$ cat config.mk
export PLATFORM = sky130hd
export DESIGN_NAME = psc_fifo
export DESIGN_NICKNAME = d
export VERILOG_FILES = /design/src/rtl/psc_pkg.sv /design/src/rtl/psc_fifo.sv
export SDC_FILE = /design/constraint.sdc
export NUM_CORES = 1
export LEC_CHECK = 0
export BUFFER_PORTS_ARGS = -buffer_cell sky130_fd_sc_hd__buf_2
export CORE_ASPECT_RATIO = 0.8
export CORE_UTILIZATION = 61
export DETAILED_ROUTE_END_ITERATION = 16
export GPL_ROUTABILITY_DRIVEN = 1
export PLACE_DENSITY = 0.87
export SYNTH_ARGS = -nofsm -noshare
export SYNTH_HDL_FRONTEND = slang
export SYNTH_SLANG_ARGS = --single-unit
export TNS_END_PERCENT = 50
$ cat constraint.sdc
create_clock -name i_clk -period 9.3 [get_ports i_clk]
set_input_delay 1.86 -clock i_clk [delete_from_list [all_inputs] [get_ports i_clk]]
set_output_delay 1.86 -clock i_clk [all_outputs]
set_load 0.1 [all_outputs]
$ cat src/rtl/psc_pkg.sv
`timescale 1ns / 1ps
// ----------------------------------------------------------------------------
// psc_pkg
// Shared types and constants of the point versus sphere contact block.
// ----------------------------------------------------------------------------
package psc_pkg;

    // Magnitude width of one axis difference that can still be a hit
    localparam int MAG_W       = 31;
    // Squared distance width on a hit (below radius squared)
    localparam int SQ_W        = 62;
    // Root stages: one result bit per stage
    localparam int SQRT_STAGES = 32;
    // Divider stages: one quotient bit per stage
    localparam int DIV_STAGES  = 31;
    // Queue between front and back
    localparam int FIFO_AW     = 2;
    localparam int FIFO_DEPTH  = 1 << FIFO_AW;

    // Register map, word index
    typedef enum logic [1:0] {
        REG_CENTER_X = 2'd0,
        REG_CENTER_Y = 2'd1,
        REG_CENTER_Z = 2'd2,
        REG_RADIUS   = 2'd3
    } t_reg;

    // Classified word handed from front to back
    typedef struct packed {
        logic                        miss;
        logic [2:0]                  sgn;
        logic [2:0][MAG_W-1:0]       a;
    } t_item;

    // Side band carried through the dividers
    typedef struct packed {
        logic                        miss;
        logic                        dzero;
        logic [2:0]                  sgn;
        logic [MAG_W-1:0]            dlen;
    } t_dsb;

    // One step of the bitwise integer square root
    typedef struct packed {
        logic [SQ_W-1:0]             x;
        logic [63:0]                 res;
    } t_sq;

    function automatic t_sq sqrt_step(input t_sq s, input logic [63:0] b);
        t_sq        o;
        logic [63:0] t;
        t = s.res + b;
        if ({2'b00, s.x} >= t) begin
            o.x   = s.x - t[SQ_W-1:0];
            o.res = (s.res >> 1) + b;
        end else begin
            o.x   = s.x;
            o.res = s.res >> 1;
        end
        return o;
    endfunction

    // One restoring division step: w holds {remainder, numerator/quotient}
    function automatic logic [2*MAG_W-1:0] div_step(input logic [2*MAG_W-1:0] w,
                                                    input logic [MAG_W-1:0] dv);
        logic [MAG_W:0]   t;
        logic [MAG_W:0]   d;
        logic [MAG_W-1:0] rem;
        logic             q;
        t = {w[2*MAG_W-1:MAG_W], w[MAG_W-1]};
        if (t >= {1'b0, dv}) begin
            d   = t - {1'b0, dv};
            rem = d[MAG_W-1:0];
            q   = 1'b1;
        end else begin
            rem = t[MAG_W-1:0];
            q   = 1'b0;
        end
        return {rem, w[MAG_W-2:0], q};
    endfunction

endpackage

$ cat src/rtl/psc_fifo.sv
`timescale 1ns / 1ps
// ----------------------------------------------------------------------------
// psc_fifo
// Short queue of classified words between front and back.
// ----------------------------------------------------------------------------
module psc_fifo (
    input  logic           i_clk,
    input  logic           i_rst_n,
    input  logic           i_push,
    input  psc_pkg::t_item i_item,
    input  logic           i_pop,
    output logic           o_valid,
    output logic           o_full,
    output psc_pkg::t_item o_item
);

    psc_pkg::t_item                 r_mem [psc_pkg::FIFO_DEPTH];
    logic [psc_pkg::FIFO_AW-1:0]    r_wr;
    logic [psc_pkg::FIFO_AW-1:0]    r_rd;
    logic [psc_pkg::FIFO_AW:0]      r_count;

    assign o_valid = r_count != '0;
    assign o_full  = r_count == (psc_pkg::FIFO_AW+1)'(psc_pkg::FIFO_DEPTH);
    assign o_item  = r_mem[r_rd];

    // Advance pointers and count
    always_ff @(posedge i_clk) begin
        if (!i_rst_n) begin
            r_wr    <= '0;
            r_rd    <= '0;
            r_count <= '0;
        end else begin
            if (i_push) r_wr <= r_wr + 1'b1;
            if (i_pop)  r_rd <= r_rd + 1'b1;
            if (i_push && !i_pop)      r_count <= r_count + 1'b1;
            else if (!i_push && i_pop) r_count <= r_count - 1'b1;
        end
    end

    // Store words
    always_ff @(posedge i_clk) begin
        if (i_push) r_mem[r_wr] <= i_item;
    end

endmodule

==> impl_metrics.tcl <==
set metrics [dict create \
    layout_worst_path_cycle_share_pct 50.7 \
    intPower_mw 2.95 \
    synth.distinct_cells 20 \
    clock_latency_ns 0.50 \
    port_buffers 199 \
    num_rows 49 \
    rsz0062_at_grt "false" \
    hold_slack_ns 0.531 \
    ant_nets 0 \
    initial_core_util_pct 63.1 \
    cts-root-buf "clkbuf_16" \
    synth_top_area_share_pct 80.7 \
    synth_warnings 0 \
    cts_tree "yes" \
    slew_headroom_pct 26.3 \
    syn_area_per_cell_um2 26.2 \
    final_common_cell "edfxtp_1" \
    synth_nets 657 \
    combPwrFrac_pct 19.5 \
    slew_viol_final 0 \
    dieArea_um2 24300 \
    final_nets 880 \
    area_growth_pct 16.2 \
    grt_usage_pct 22.2 \
    switching_share_pct 29.9 \
    power_switching_mw 1.26 \
    drc 0 \
    postCtsSetupBuffers 0 \
    ys_seq_area_share_pct 82.0 \
    cts_resized 0 \
    final_cell_mix "edfxtp_1 (388), buf_2 (199), mux4_2 (97), clkbuf_16 (37), clkbuf_1 (14)" \
    antenna_found_initial 4 \
    clock_sinks 397 \
    drtIter0Drc 574 \
    htree_levels 2 \
    finClkSkew_ns 0.0133 \
    required_ns 7.44 \
    setup-violations-final 0 \
    viasPerCell 5.84 \
    timing.final.ws_setup_ns 4.58 \
    grt_max_degree 77 \
    cts_made_buffers 37 \
    overflow 0 \
    critical_path.endpoint_type "output pin" \
    worstMarginPinSlew_ns 1.11 \
    dieHeight_um 140 \
    yosysTopAreaCell "edfxtp_1" \
    post-route-util_pct 73.3 \
    pwr-share-seq_pct 49.6 \
    ys_ff_latch 397 \
    dp_hpwl_um 15500 \
    drv_cap 0 \
    finalHoldViolCount 0 \
    grt_pass1_vias 6969 \
    outcome "finished, final reports clean" \
    path_clk_slew_ns 0.06 \
    critPathKind "reg -> out" \
    hp-class "reg -> reg" \
    fmax_mhz 212 \
    fp.dieW_um 174 \
    wl_per_cell_um 23.6 \
    fin_crit_ns 4.72 \
    io_pins 200 \
    place_congestion 0.758 \
    dr.pass1.iters 5 \
    worstPathMaxFanout 76 \
    pre_cts_ws_ns 5.04 \
    powerDensity_nw_per_um2 251 \
    start_kind "register" \
    synth_top_cells_by_area "edfxtp_1 (81%), mux4_2 (15%), dfxtp_1 (1.2%), ha_1 (0.43%), buf_8 (0.42%)" \
    arrival_ns 2.86 \
    cts_hold_buffers 0 \
    setup-tns-final_ns 0 \
    drive_gt1_share_pct 44.0 \
    cts_buffer_depth 3 \
    clockPowerShare_pct 31.0 \
    netlist_instances 550 \
    coreArea_um2 22900 \
    ir_drop_mv 0.185 \
    grt_first_pass_wirelength_um 39600 \
    num_vias 6448 \
    fin_area_um2 16800 \
    place_area_um2 15700 \
    drt_wl_total_um 26000 \
    syn-cell-area_um2 14400 \
    cellLeakagePower_nw 5.63 \
]
==> cell families after synthesis <==
group | count (synthesis) | share of synthesized area (%)
xor gates and xnor gates | 5 | 0.304
adders and majority gates | 6 | 0.572
AOI/OAI and AO/OA | 2 | 0.0867
and+or+nand+nor | 15 | 0.642
buffers and inverters | 26 | 1.14
muxes | 99 | 15.3
DFF | 397 | 82.0
==> final timing paths <==
kind | slack, ns | cells after the start | start | end
hold reg to reg | 0.53 | 2 | r_count[2] | r_count[2]
setup reg to reg | 6.88 | 3 | r_wr[0] | r_mem[3][70]
hold / removal | 0.53 | 2 | r_count[2] | r_count[2]
setup / recovery | 4.58 | 3 | register | o_item[53]
==> power by group through the flow <==
stage | clock, mW | combinational (mW) | sequential [mW]
floorplan | 0 | 0.696 | 2.11
CTS | 1.33 | 0.826 | 2.09
finish | 1.30 | 0.820 | 2.09
global placement | 0 | 0.812 | 2.12
global route | 1.40 | 0.847 | 2.09
detailed placement | 0 | 0.824 | 2.13
==> worst max-delay path: stages, from the launching register on <==
cell and delay [ns]:
dfxtp_4 0.55, buf_4 0.90, mux4_2 0.42, buf_2 0.44
==> area by class of cell <==
| cell class | instances | area, µm² |
|---|---|---|
| well taps | 306 | 383 |
| multi-input cells | 127 | 2450 |
| inverters | 4 | 15.0 |
| clock inverters | 12 | 51.3 |
| clock buffers | 51 | 978 |
| fillers | 1257 | 6100 |
| flip-flops and latches | 397 | 11800 |
| diodes | 1 | 2.50 |
| repair buffers | 206 | 1050 |
==> through the flow <==
step,total power [mW],std cells
floorplan,2.81,550
global placement,2.93,1040
detailed placement,2.95,1040
CTS,4.25,1103
global route,4.34,1103
finish,4.21,1104
==> registers in the layout, summed over array words and instances, names as in the netlist, named ones only <==
| name | cells |
|---|---|
| r_wr | 2 |
| r_rd | 2 |
| r_mem | 388 |
| r_count | 3 |
==> Yosys cell counts <==
master,count
a21boi_0,1
and2_1,9
buf_2,11
buf_6,1
buf_8,4
clkbuf_1,6
dfxtp_1,9
edfxtp_1,388
fa_1,1
ha_1,5
inv_1,4
mux2i_1,2
mux4_2,97
nand2_1,1
nor2b_1,2
nor3b_1,1
o21ai_0,1
or3_1,2
xnor2_1,2
xor2_1,3
==> metal layers <==
layer  track usage, %  vias up  wire, µm
li1                 -     2795         -
met1             30.0     3344     10300
met2             36.6      275     13200
met3             5.77       32      2080
met4             5.63        2       394
met5                0        -        13
Power figures use the tool's default switching activity.
