===== config.mk =====
export PLATFORM = sky130hd
export DESIGN_NAME = psc_front
export DESIGN_NICKNAME = d
export VERILOG_FILES = /design/src/rtl/psc_pkg.sv /design/src/rtl/psc_front.sv
export SDC_FILE = /design/constraint.sdc
export NUM_CORES = 1
export LEC_CHECK = 0
export BUFFER_PORTS_ARGS = -buffer_cell sky130_fd_sc_hd__clkbuf_2
export CAP_MARGIN = 20
export CORE_MARGIN = 3
export CORE_UTILIZATION = 40
export DETAILED_ROUTE_END_ITERATION = 8
export PLACE_DENSITY = 0.6
export SETUP_SLACK_MARGIN = 0.15
export SLEW_MARGIN = 20
export SYNTH_ARGS = -nofsm -noshare
export SYNTH_HDL_FRONTEND = slang
export SYNTH_SLANG_ARGS = --single-unit

===== constraint.sdc =====
create_clock -name vclk -period 9.3
set_input_delay 0.93 -clock vclk [all_inputs]
set_output_delay 0.93 -clock vclk [all_outputs]
set_load 0.02 [all_outputs]

===== src/rtl/psc_pkg.sv =====
`timescale 1ns / 1ps
// ----------------------------------------------------------------------------
// psc_pkg
// Shared types and constants of the point versus sphere contact block.
// ----------------------------------------------------------------------------
package psc_pkg;

    // Magnitude width of one axis difference that can still be a hit
    localparam int MAG_W       = 31;
    // Squared distance width on a hit (below radius squared)
    localparam int SQ_W        = 62;
    // Root stages: one result bit per stage
    localparam int SQRT_STAGES = 32;
    // Divider stages: one quotient bit per stage
    localparam int DIV_STAGES  = 31;
    // Queue between front and back
    localparam int FIFO_AW     = 2;
    localparam int FIFO_DEPTH  = 1 << FIFO_AW;

    // Register map, word index
    typedef enum logic [1:0] {
        REG_CENTER_X = 2'd0,
        REG_CENTER_Y = 2'd1,
        REG_CENTER_Z = 2'd2,
        REG_RADIUS   = 2'd3
    } t_reg;

    // Classified word handed from front to back
    typedef struct packed {
        logic                        miss;
        logic [2:0]                  sgn;
        logic [2:0][MAG_W-1:0]       a;
    } t_item;

    // Side band carried through the dividers
    typedef struct packed {
        logic                        miss;
        logic                        dzero;
        logic [2:0]                  sgn;
        logic [MAG_W-1:0]            dlen;
    } t_dsb;

    // One step of the bitwise integer square root
    typedef struct packed {
        logic [SQ_W-1:0]             x;
        logic [63:0]                 res;
    } t_sq;

    function automatic t_sq sqrt_step(input t_sq s, input logic [63:0] b);
        t_sq        o;
        logic [63:0] t;
        t = s.res + b;
        if ({2'b00, s.x} >= t) begin
            o.x   = s.x - t[SQ_W-1:0];
            o.res = (s.res >> 1) + b;
        end else begin
            o.x   = s.x;
            o.res = s.res >> 1;
        end
        return o;
    endfunction

    // One restoring division step: w holds {remainder, numerator/quotient}
    function automatic logic [2*MAG_W-1:0] div_step(input logic [2*MAG_W-1:0] w,
                                                    input logic [MAG_W-1:0] dv);
        logic [MAG_W:0]   t;
        logic [MAG_W:0]   d;
        logic [MAG_W-1:0] rem;
        logic             q;
        t = {w[2*MAG_W-1:MAG_W], w[MAG_W-1]};
        if (t >= {1'b0, dv}) begin
            d   = t - {1'b0, dv};
            rem = d[MAG_W-1:0];
            q   = 1'b1;
        end else begin
            rem = t[MAG_W-1:0];
            q   = 1'b0;
        end
        return {rem, w[MAG_W-2:0], q};
    endfunction

endpackage


===== src/rtl/psc_front.sv =====
`timescale 1ns / 1ps
// ----------------------------------------------------------------------------
// psc_front
// Takes a particle position, forms the offset from the centre and sorts out
// points that lie at or beyond the radius on any single axis.
// ----------------------------------------------------------------------------
module psc_front (
    input  logic                  i_valid,
    input  logic [31:0]           i_point_x,
    input  logic [31:0]           i_point_y,
    input  logic [31:0]           i_point_z,
    input  logic [31:0]           i_center_x,
    input  logic [31:0]           i_center_y,
    input  logic [31:0]           i_center_z,
    input  logic [30:0]           i_radius,
    input  logic                  i_full,
    output logic                  o_ready,
    output logic                  o_push,
    output psc_pkg::t_item        o_item
);

    logic [2:0][32:0] w_d;
    logic [2:0][32:0] w_mag;
    logic [2:0]       w_far;

    // Offsets and per-axis early rejection
    always_comb begin
        w_d[0] = {i_point_x[31], i_point_x} - {i_center_x[31], i_center_x};
        w_d[1] = {i_point_y[31], i_point_y} - {i_center_y[31], i_center_y};
        w_d[2] = {i_point_z[31], i_point_z} - {i_center_z[31], i_center_z};
        for (int i = 0; i < 3; i++) begin
            w_mag[i] = w_d[i][32] ? (33'd0 - w_d[i]) : w_d[i];
            w_far[i] = w_mag[i] >= {2'b00, i_radius};
        end
        o_item.miss = |w_far;
        for (int i = 0; i < 3; i++) begin
            o_item.sgn[i] = w_d[i][32];
            o_item.a[i]   = o_item.miss ? '0 : w_mag[i][psc_pkg::MAG_W-1:0];
        end
    end

    assign o_ready = !i_full;
    assign o_push  = i_valid && !i_full;

endmodule


==> metrics.md <==
| Metric | Value |
|---|---|
| Status | finished clean |
| Gate power share | between 90% and 100% |
| Max-cap viol count | 0 |
| Initial antenna violation count | 2 |
| Post CTS Setup Buffer Count | 0 |
| Sequential cells | 0 |
| Ys Warns | 0 |
| Worst-path cell chain | clkbuf_2, inv_1, ha_1, a21oi_1, nand2b_1, o211ai_1, a21oi_1, o311ai_0, nor4b_2, and4b_1, nand3_1, o31ai_1, xor2_1, ha_1, a222oi_1, nor4b_1, o21ai_0, a311oi_1, nand4_1, a41oi_1, and3_2, buf_6, and3_1, clkbuf_2 |
| Fin. Hold Viols | 0 |
| Register Area | 0 sq um |
| Syn Nets | around 2,200 |
| Seq/Total Area, Yosys | 0% |
| Initial core utilization | between 40% and 50% |
| Flop pwr share | 0% |
| Max IR drop VDD | 0.00005787 V |
| Crit. End Element | primary output |
| CP startpoint kind | input port |
| Setup_tns | 0 ns |
| Hold-fix buffers at CTS | 0 |
| Tmin final | between 8 and 9 ns |
| Number of vias per cell | ~5.8 |
| Core Box Area | 28,160 sq um |
| Total die area | about 31,000 sq um |
| WP data arrival | approximately 7.7 ns |
| Most frequent cells after synthesis | ha_1, inv_1, nand2_1 |
| P&R area growth vs syn | 15.47% |
| Mean Syn Cell Area | 6.679 sq um |
| Kind of critical path | input port to primary output |
| Setup ws final | ~0.71 ns |
| GRT Util Overall | between 20% and 30% |
| Routed len/inst | between 15 and 20 um |
| Max FO, Critical Path | a little under 60 |
| First-pass GRT wire length | 70,950 um |
| Tcrit/Tclk final | around 92% |
| Setup crit end | o_item[63] |
| Most frequent cell after synthesis | ha_1 |
| Area contributors post-synth | ha_1, xnor2_1, a21oi_1 |
| Mapped Cells | roughly 1,700 |
| Ant diodes | 0 |
| NumNets Final | approximately 2,400 |
| Layout cell share with drive strength beyond 1 | approximately a fifth |
| Final ANT Viol Nets | 0 |
| Slowest stage delay, CP | just under 0.7 ns |
| Pin count of the biggest net entering global routing | just over 90 |
| Drt drc | 0 |
| Worst hold path type | input port to primary output |
| Clock power frac | 0% |
| DR vias | 13,883 |
| Cell variety after synth | ~90 |
| Synth Cell Area | roughly 12,000 sq um |
| Cell Area, Placed | 13,340 sq um |
| Peak Freq | 116.5 MHz |
| Fin cells | 2,376 |
| Total global routing overflow | 0 |
| Slowest CP cell | o311ai_0 |
| Dpl cells | between 2,000 and 2,500 |
| Vias in the first global route | around 13,000 |
| LEAKAGE | roughly 0.007 uW |
| Net switching fraction of the power | between 60% and 70% |
| Critical Path Stages | 24 |
| CLK BUF | 0 |
| Crit. Startpoint | i_center_z[7] |
| Die Y-Extent | ~180 um |
| DRT iter0 DRCs | 896 |
| Final setup fails | 0 |
| Placement Rows | 61 |
| CP top delay family | compound AO/OA/AOI/OAI gates |
| Yosys top cell by area | ha_1 |
| Final instance area | about 13,000 sq um |
| Required time worst endpoint | about 8.4 ns |
| # fillers | 3,063 |
| Slew HR | between 40% and 50% |
| Max-slew violations | 0 |
| Synth top area share | about 21% |
| Post-DP HPWL | approximately 40,000 um |
| Psw | about 900 uW |
| DRT Wirelength | roughly 46,000 um |
| I/O pins | about 320 |
| Int Power | 535.9 uW |
| Post-Place Worst Slack | ~0.74 ns |
| Unrepaired setup endpoints after global routing | false |
| PD cells | between 100 and 150 nW/um^2 |
| Sum of buffers and inverters on the critical path | 4 |
| IO buf count | 324 |
| Die Width | roughly 180 um |
| Worst-margin pin slew | approximately 0.86 ns |
| GP Congestion | about 1 |
| Drt pass-1 iters | 8 |
## layout make-up
class / instances / area, sq um / area share, %
Inverter: 158 / 593.1 / 4.440
Multi-Input combinational cell: 1510 / 10620 / 79.51
Tap cell: 378 / 473.0 / 3.541
Timing Repair Buffer: 330 / 1670 / 12.51
## stage by stage
stage / hold slack (ns) / util (%) / total power [uW]
floorplan: 1.937 / - / 1055
global route: 2.139 / 47.43 / 1608
detailed placement: 2.126 / 47.38 / 1424
global placement: 2.116 / 47.38 / 1413
finish: 2.124 / 47.43 / 1458
CTS: 2.127 / 47.38 / 1433
## kinds of logic (layout without fill, tap and decap cells)
logic type	count (synthesis)	after routing	synth area share, %
xor gates and xnor gates	143	143	10.89
AOI/OAI and AO/OA	539	539	31.04
buffers and inverters	222	488	8.275
muxes	4	4	0.3678
adders and majority gates	195	195	21.29
and+or+nand+nor	629	629	28.13
## placed cells by master (no fill, tap or decap), drive strengths merged, types with 7 or more instances in the layout
| cell type | instances |
|---|---|
| a21o | 59 |
| and3 | 100 |
| o211ai | 30 |
| a211oi | 18 |
| nor2 | 139 |
| and2 | 17 |
| o2111ai | 9 |
| nand4 | 41 |
| a2111oi | 10 |
| nand2 | 153 |
| a31oi | 23 |
| or2 | 15 |
| o22ai | 8 |
| a221oi | 7 |
| o31ai | 14 |
| o21a | 22 |
| nand2b | 15 |
| inv | 158 |
| nor2b | 17 |
| o21ai | 111 |
| nor4 | 12 |
| nor3 | 37 |
| a21boi | 11 |
| clkbuf | 324 |
| nor4b | 8 |
| ha | 192 |
| xor2 | 57 |
| or3 | 18 |
| a21oi | 147 |
| nand3 | 37 |
| xnor2 | 86 |
## power by group through the flow
stage / Clock, uW / Sequential (uW) / Combinational [uW]
finish: 0 / 0 / 1460
detailed placement: 0 / 0 / 1420
floorplan: 0 / 0 / 1060
global route: 0 / 0 / 1610
global placement: 0 / 0 / 1410
CTS: 0 / 0 / 1430
## worst min-delay path, cell delays in order
cell	delay [ns]
clkbuf_2	0.09
inv_1	0.03
clkbuf_2	0.14
## per-layer routing
| metal | up-vias | GRT usage, % | part of all wire [%] |
|---|---|---|---|
| li1 | 6902 | - | - |
| met1 | 6363 | 38.70 | 46 |
| met2 | 549 | 46.00 | 44 |
| met3 | 69 | 3.011 | 6.9 |
| met4 | 0 | 6.763 | 2.9 |
| met5 | - | 0 | 0 |
## worst min-delay path by stage
stage,startpoint,end,depth (start not counted),slack [ns]
after detailed placement,i_full,o_ready,3,2.13
after global placement,i_full,o_ready,3,2.12
final,i_full,o_ready,3,2.12
after CTS,i_full,o_ready,3,2.13
after floorplan,i_full,o_ready,1,1.94
after global routing,i_full,o_push,3,2.14
## repair_timing
item / CTS / global route
resized for setup: 0 / 2
endpoints found under the hold margin: 0 / 0
setup endpoints to repair: 0 / 58
(Power assumes the default switching activity.)
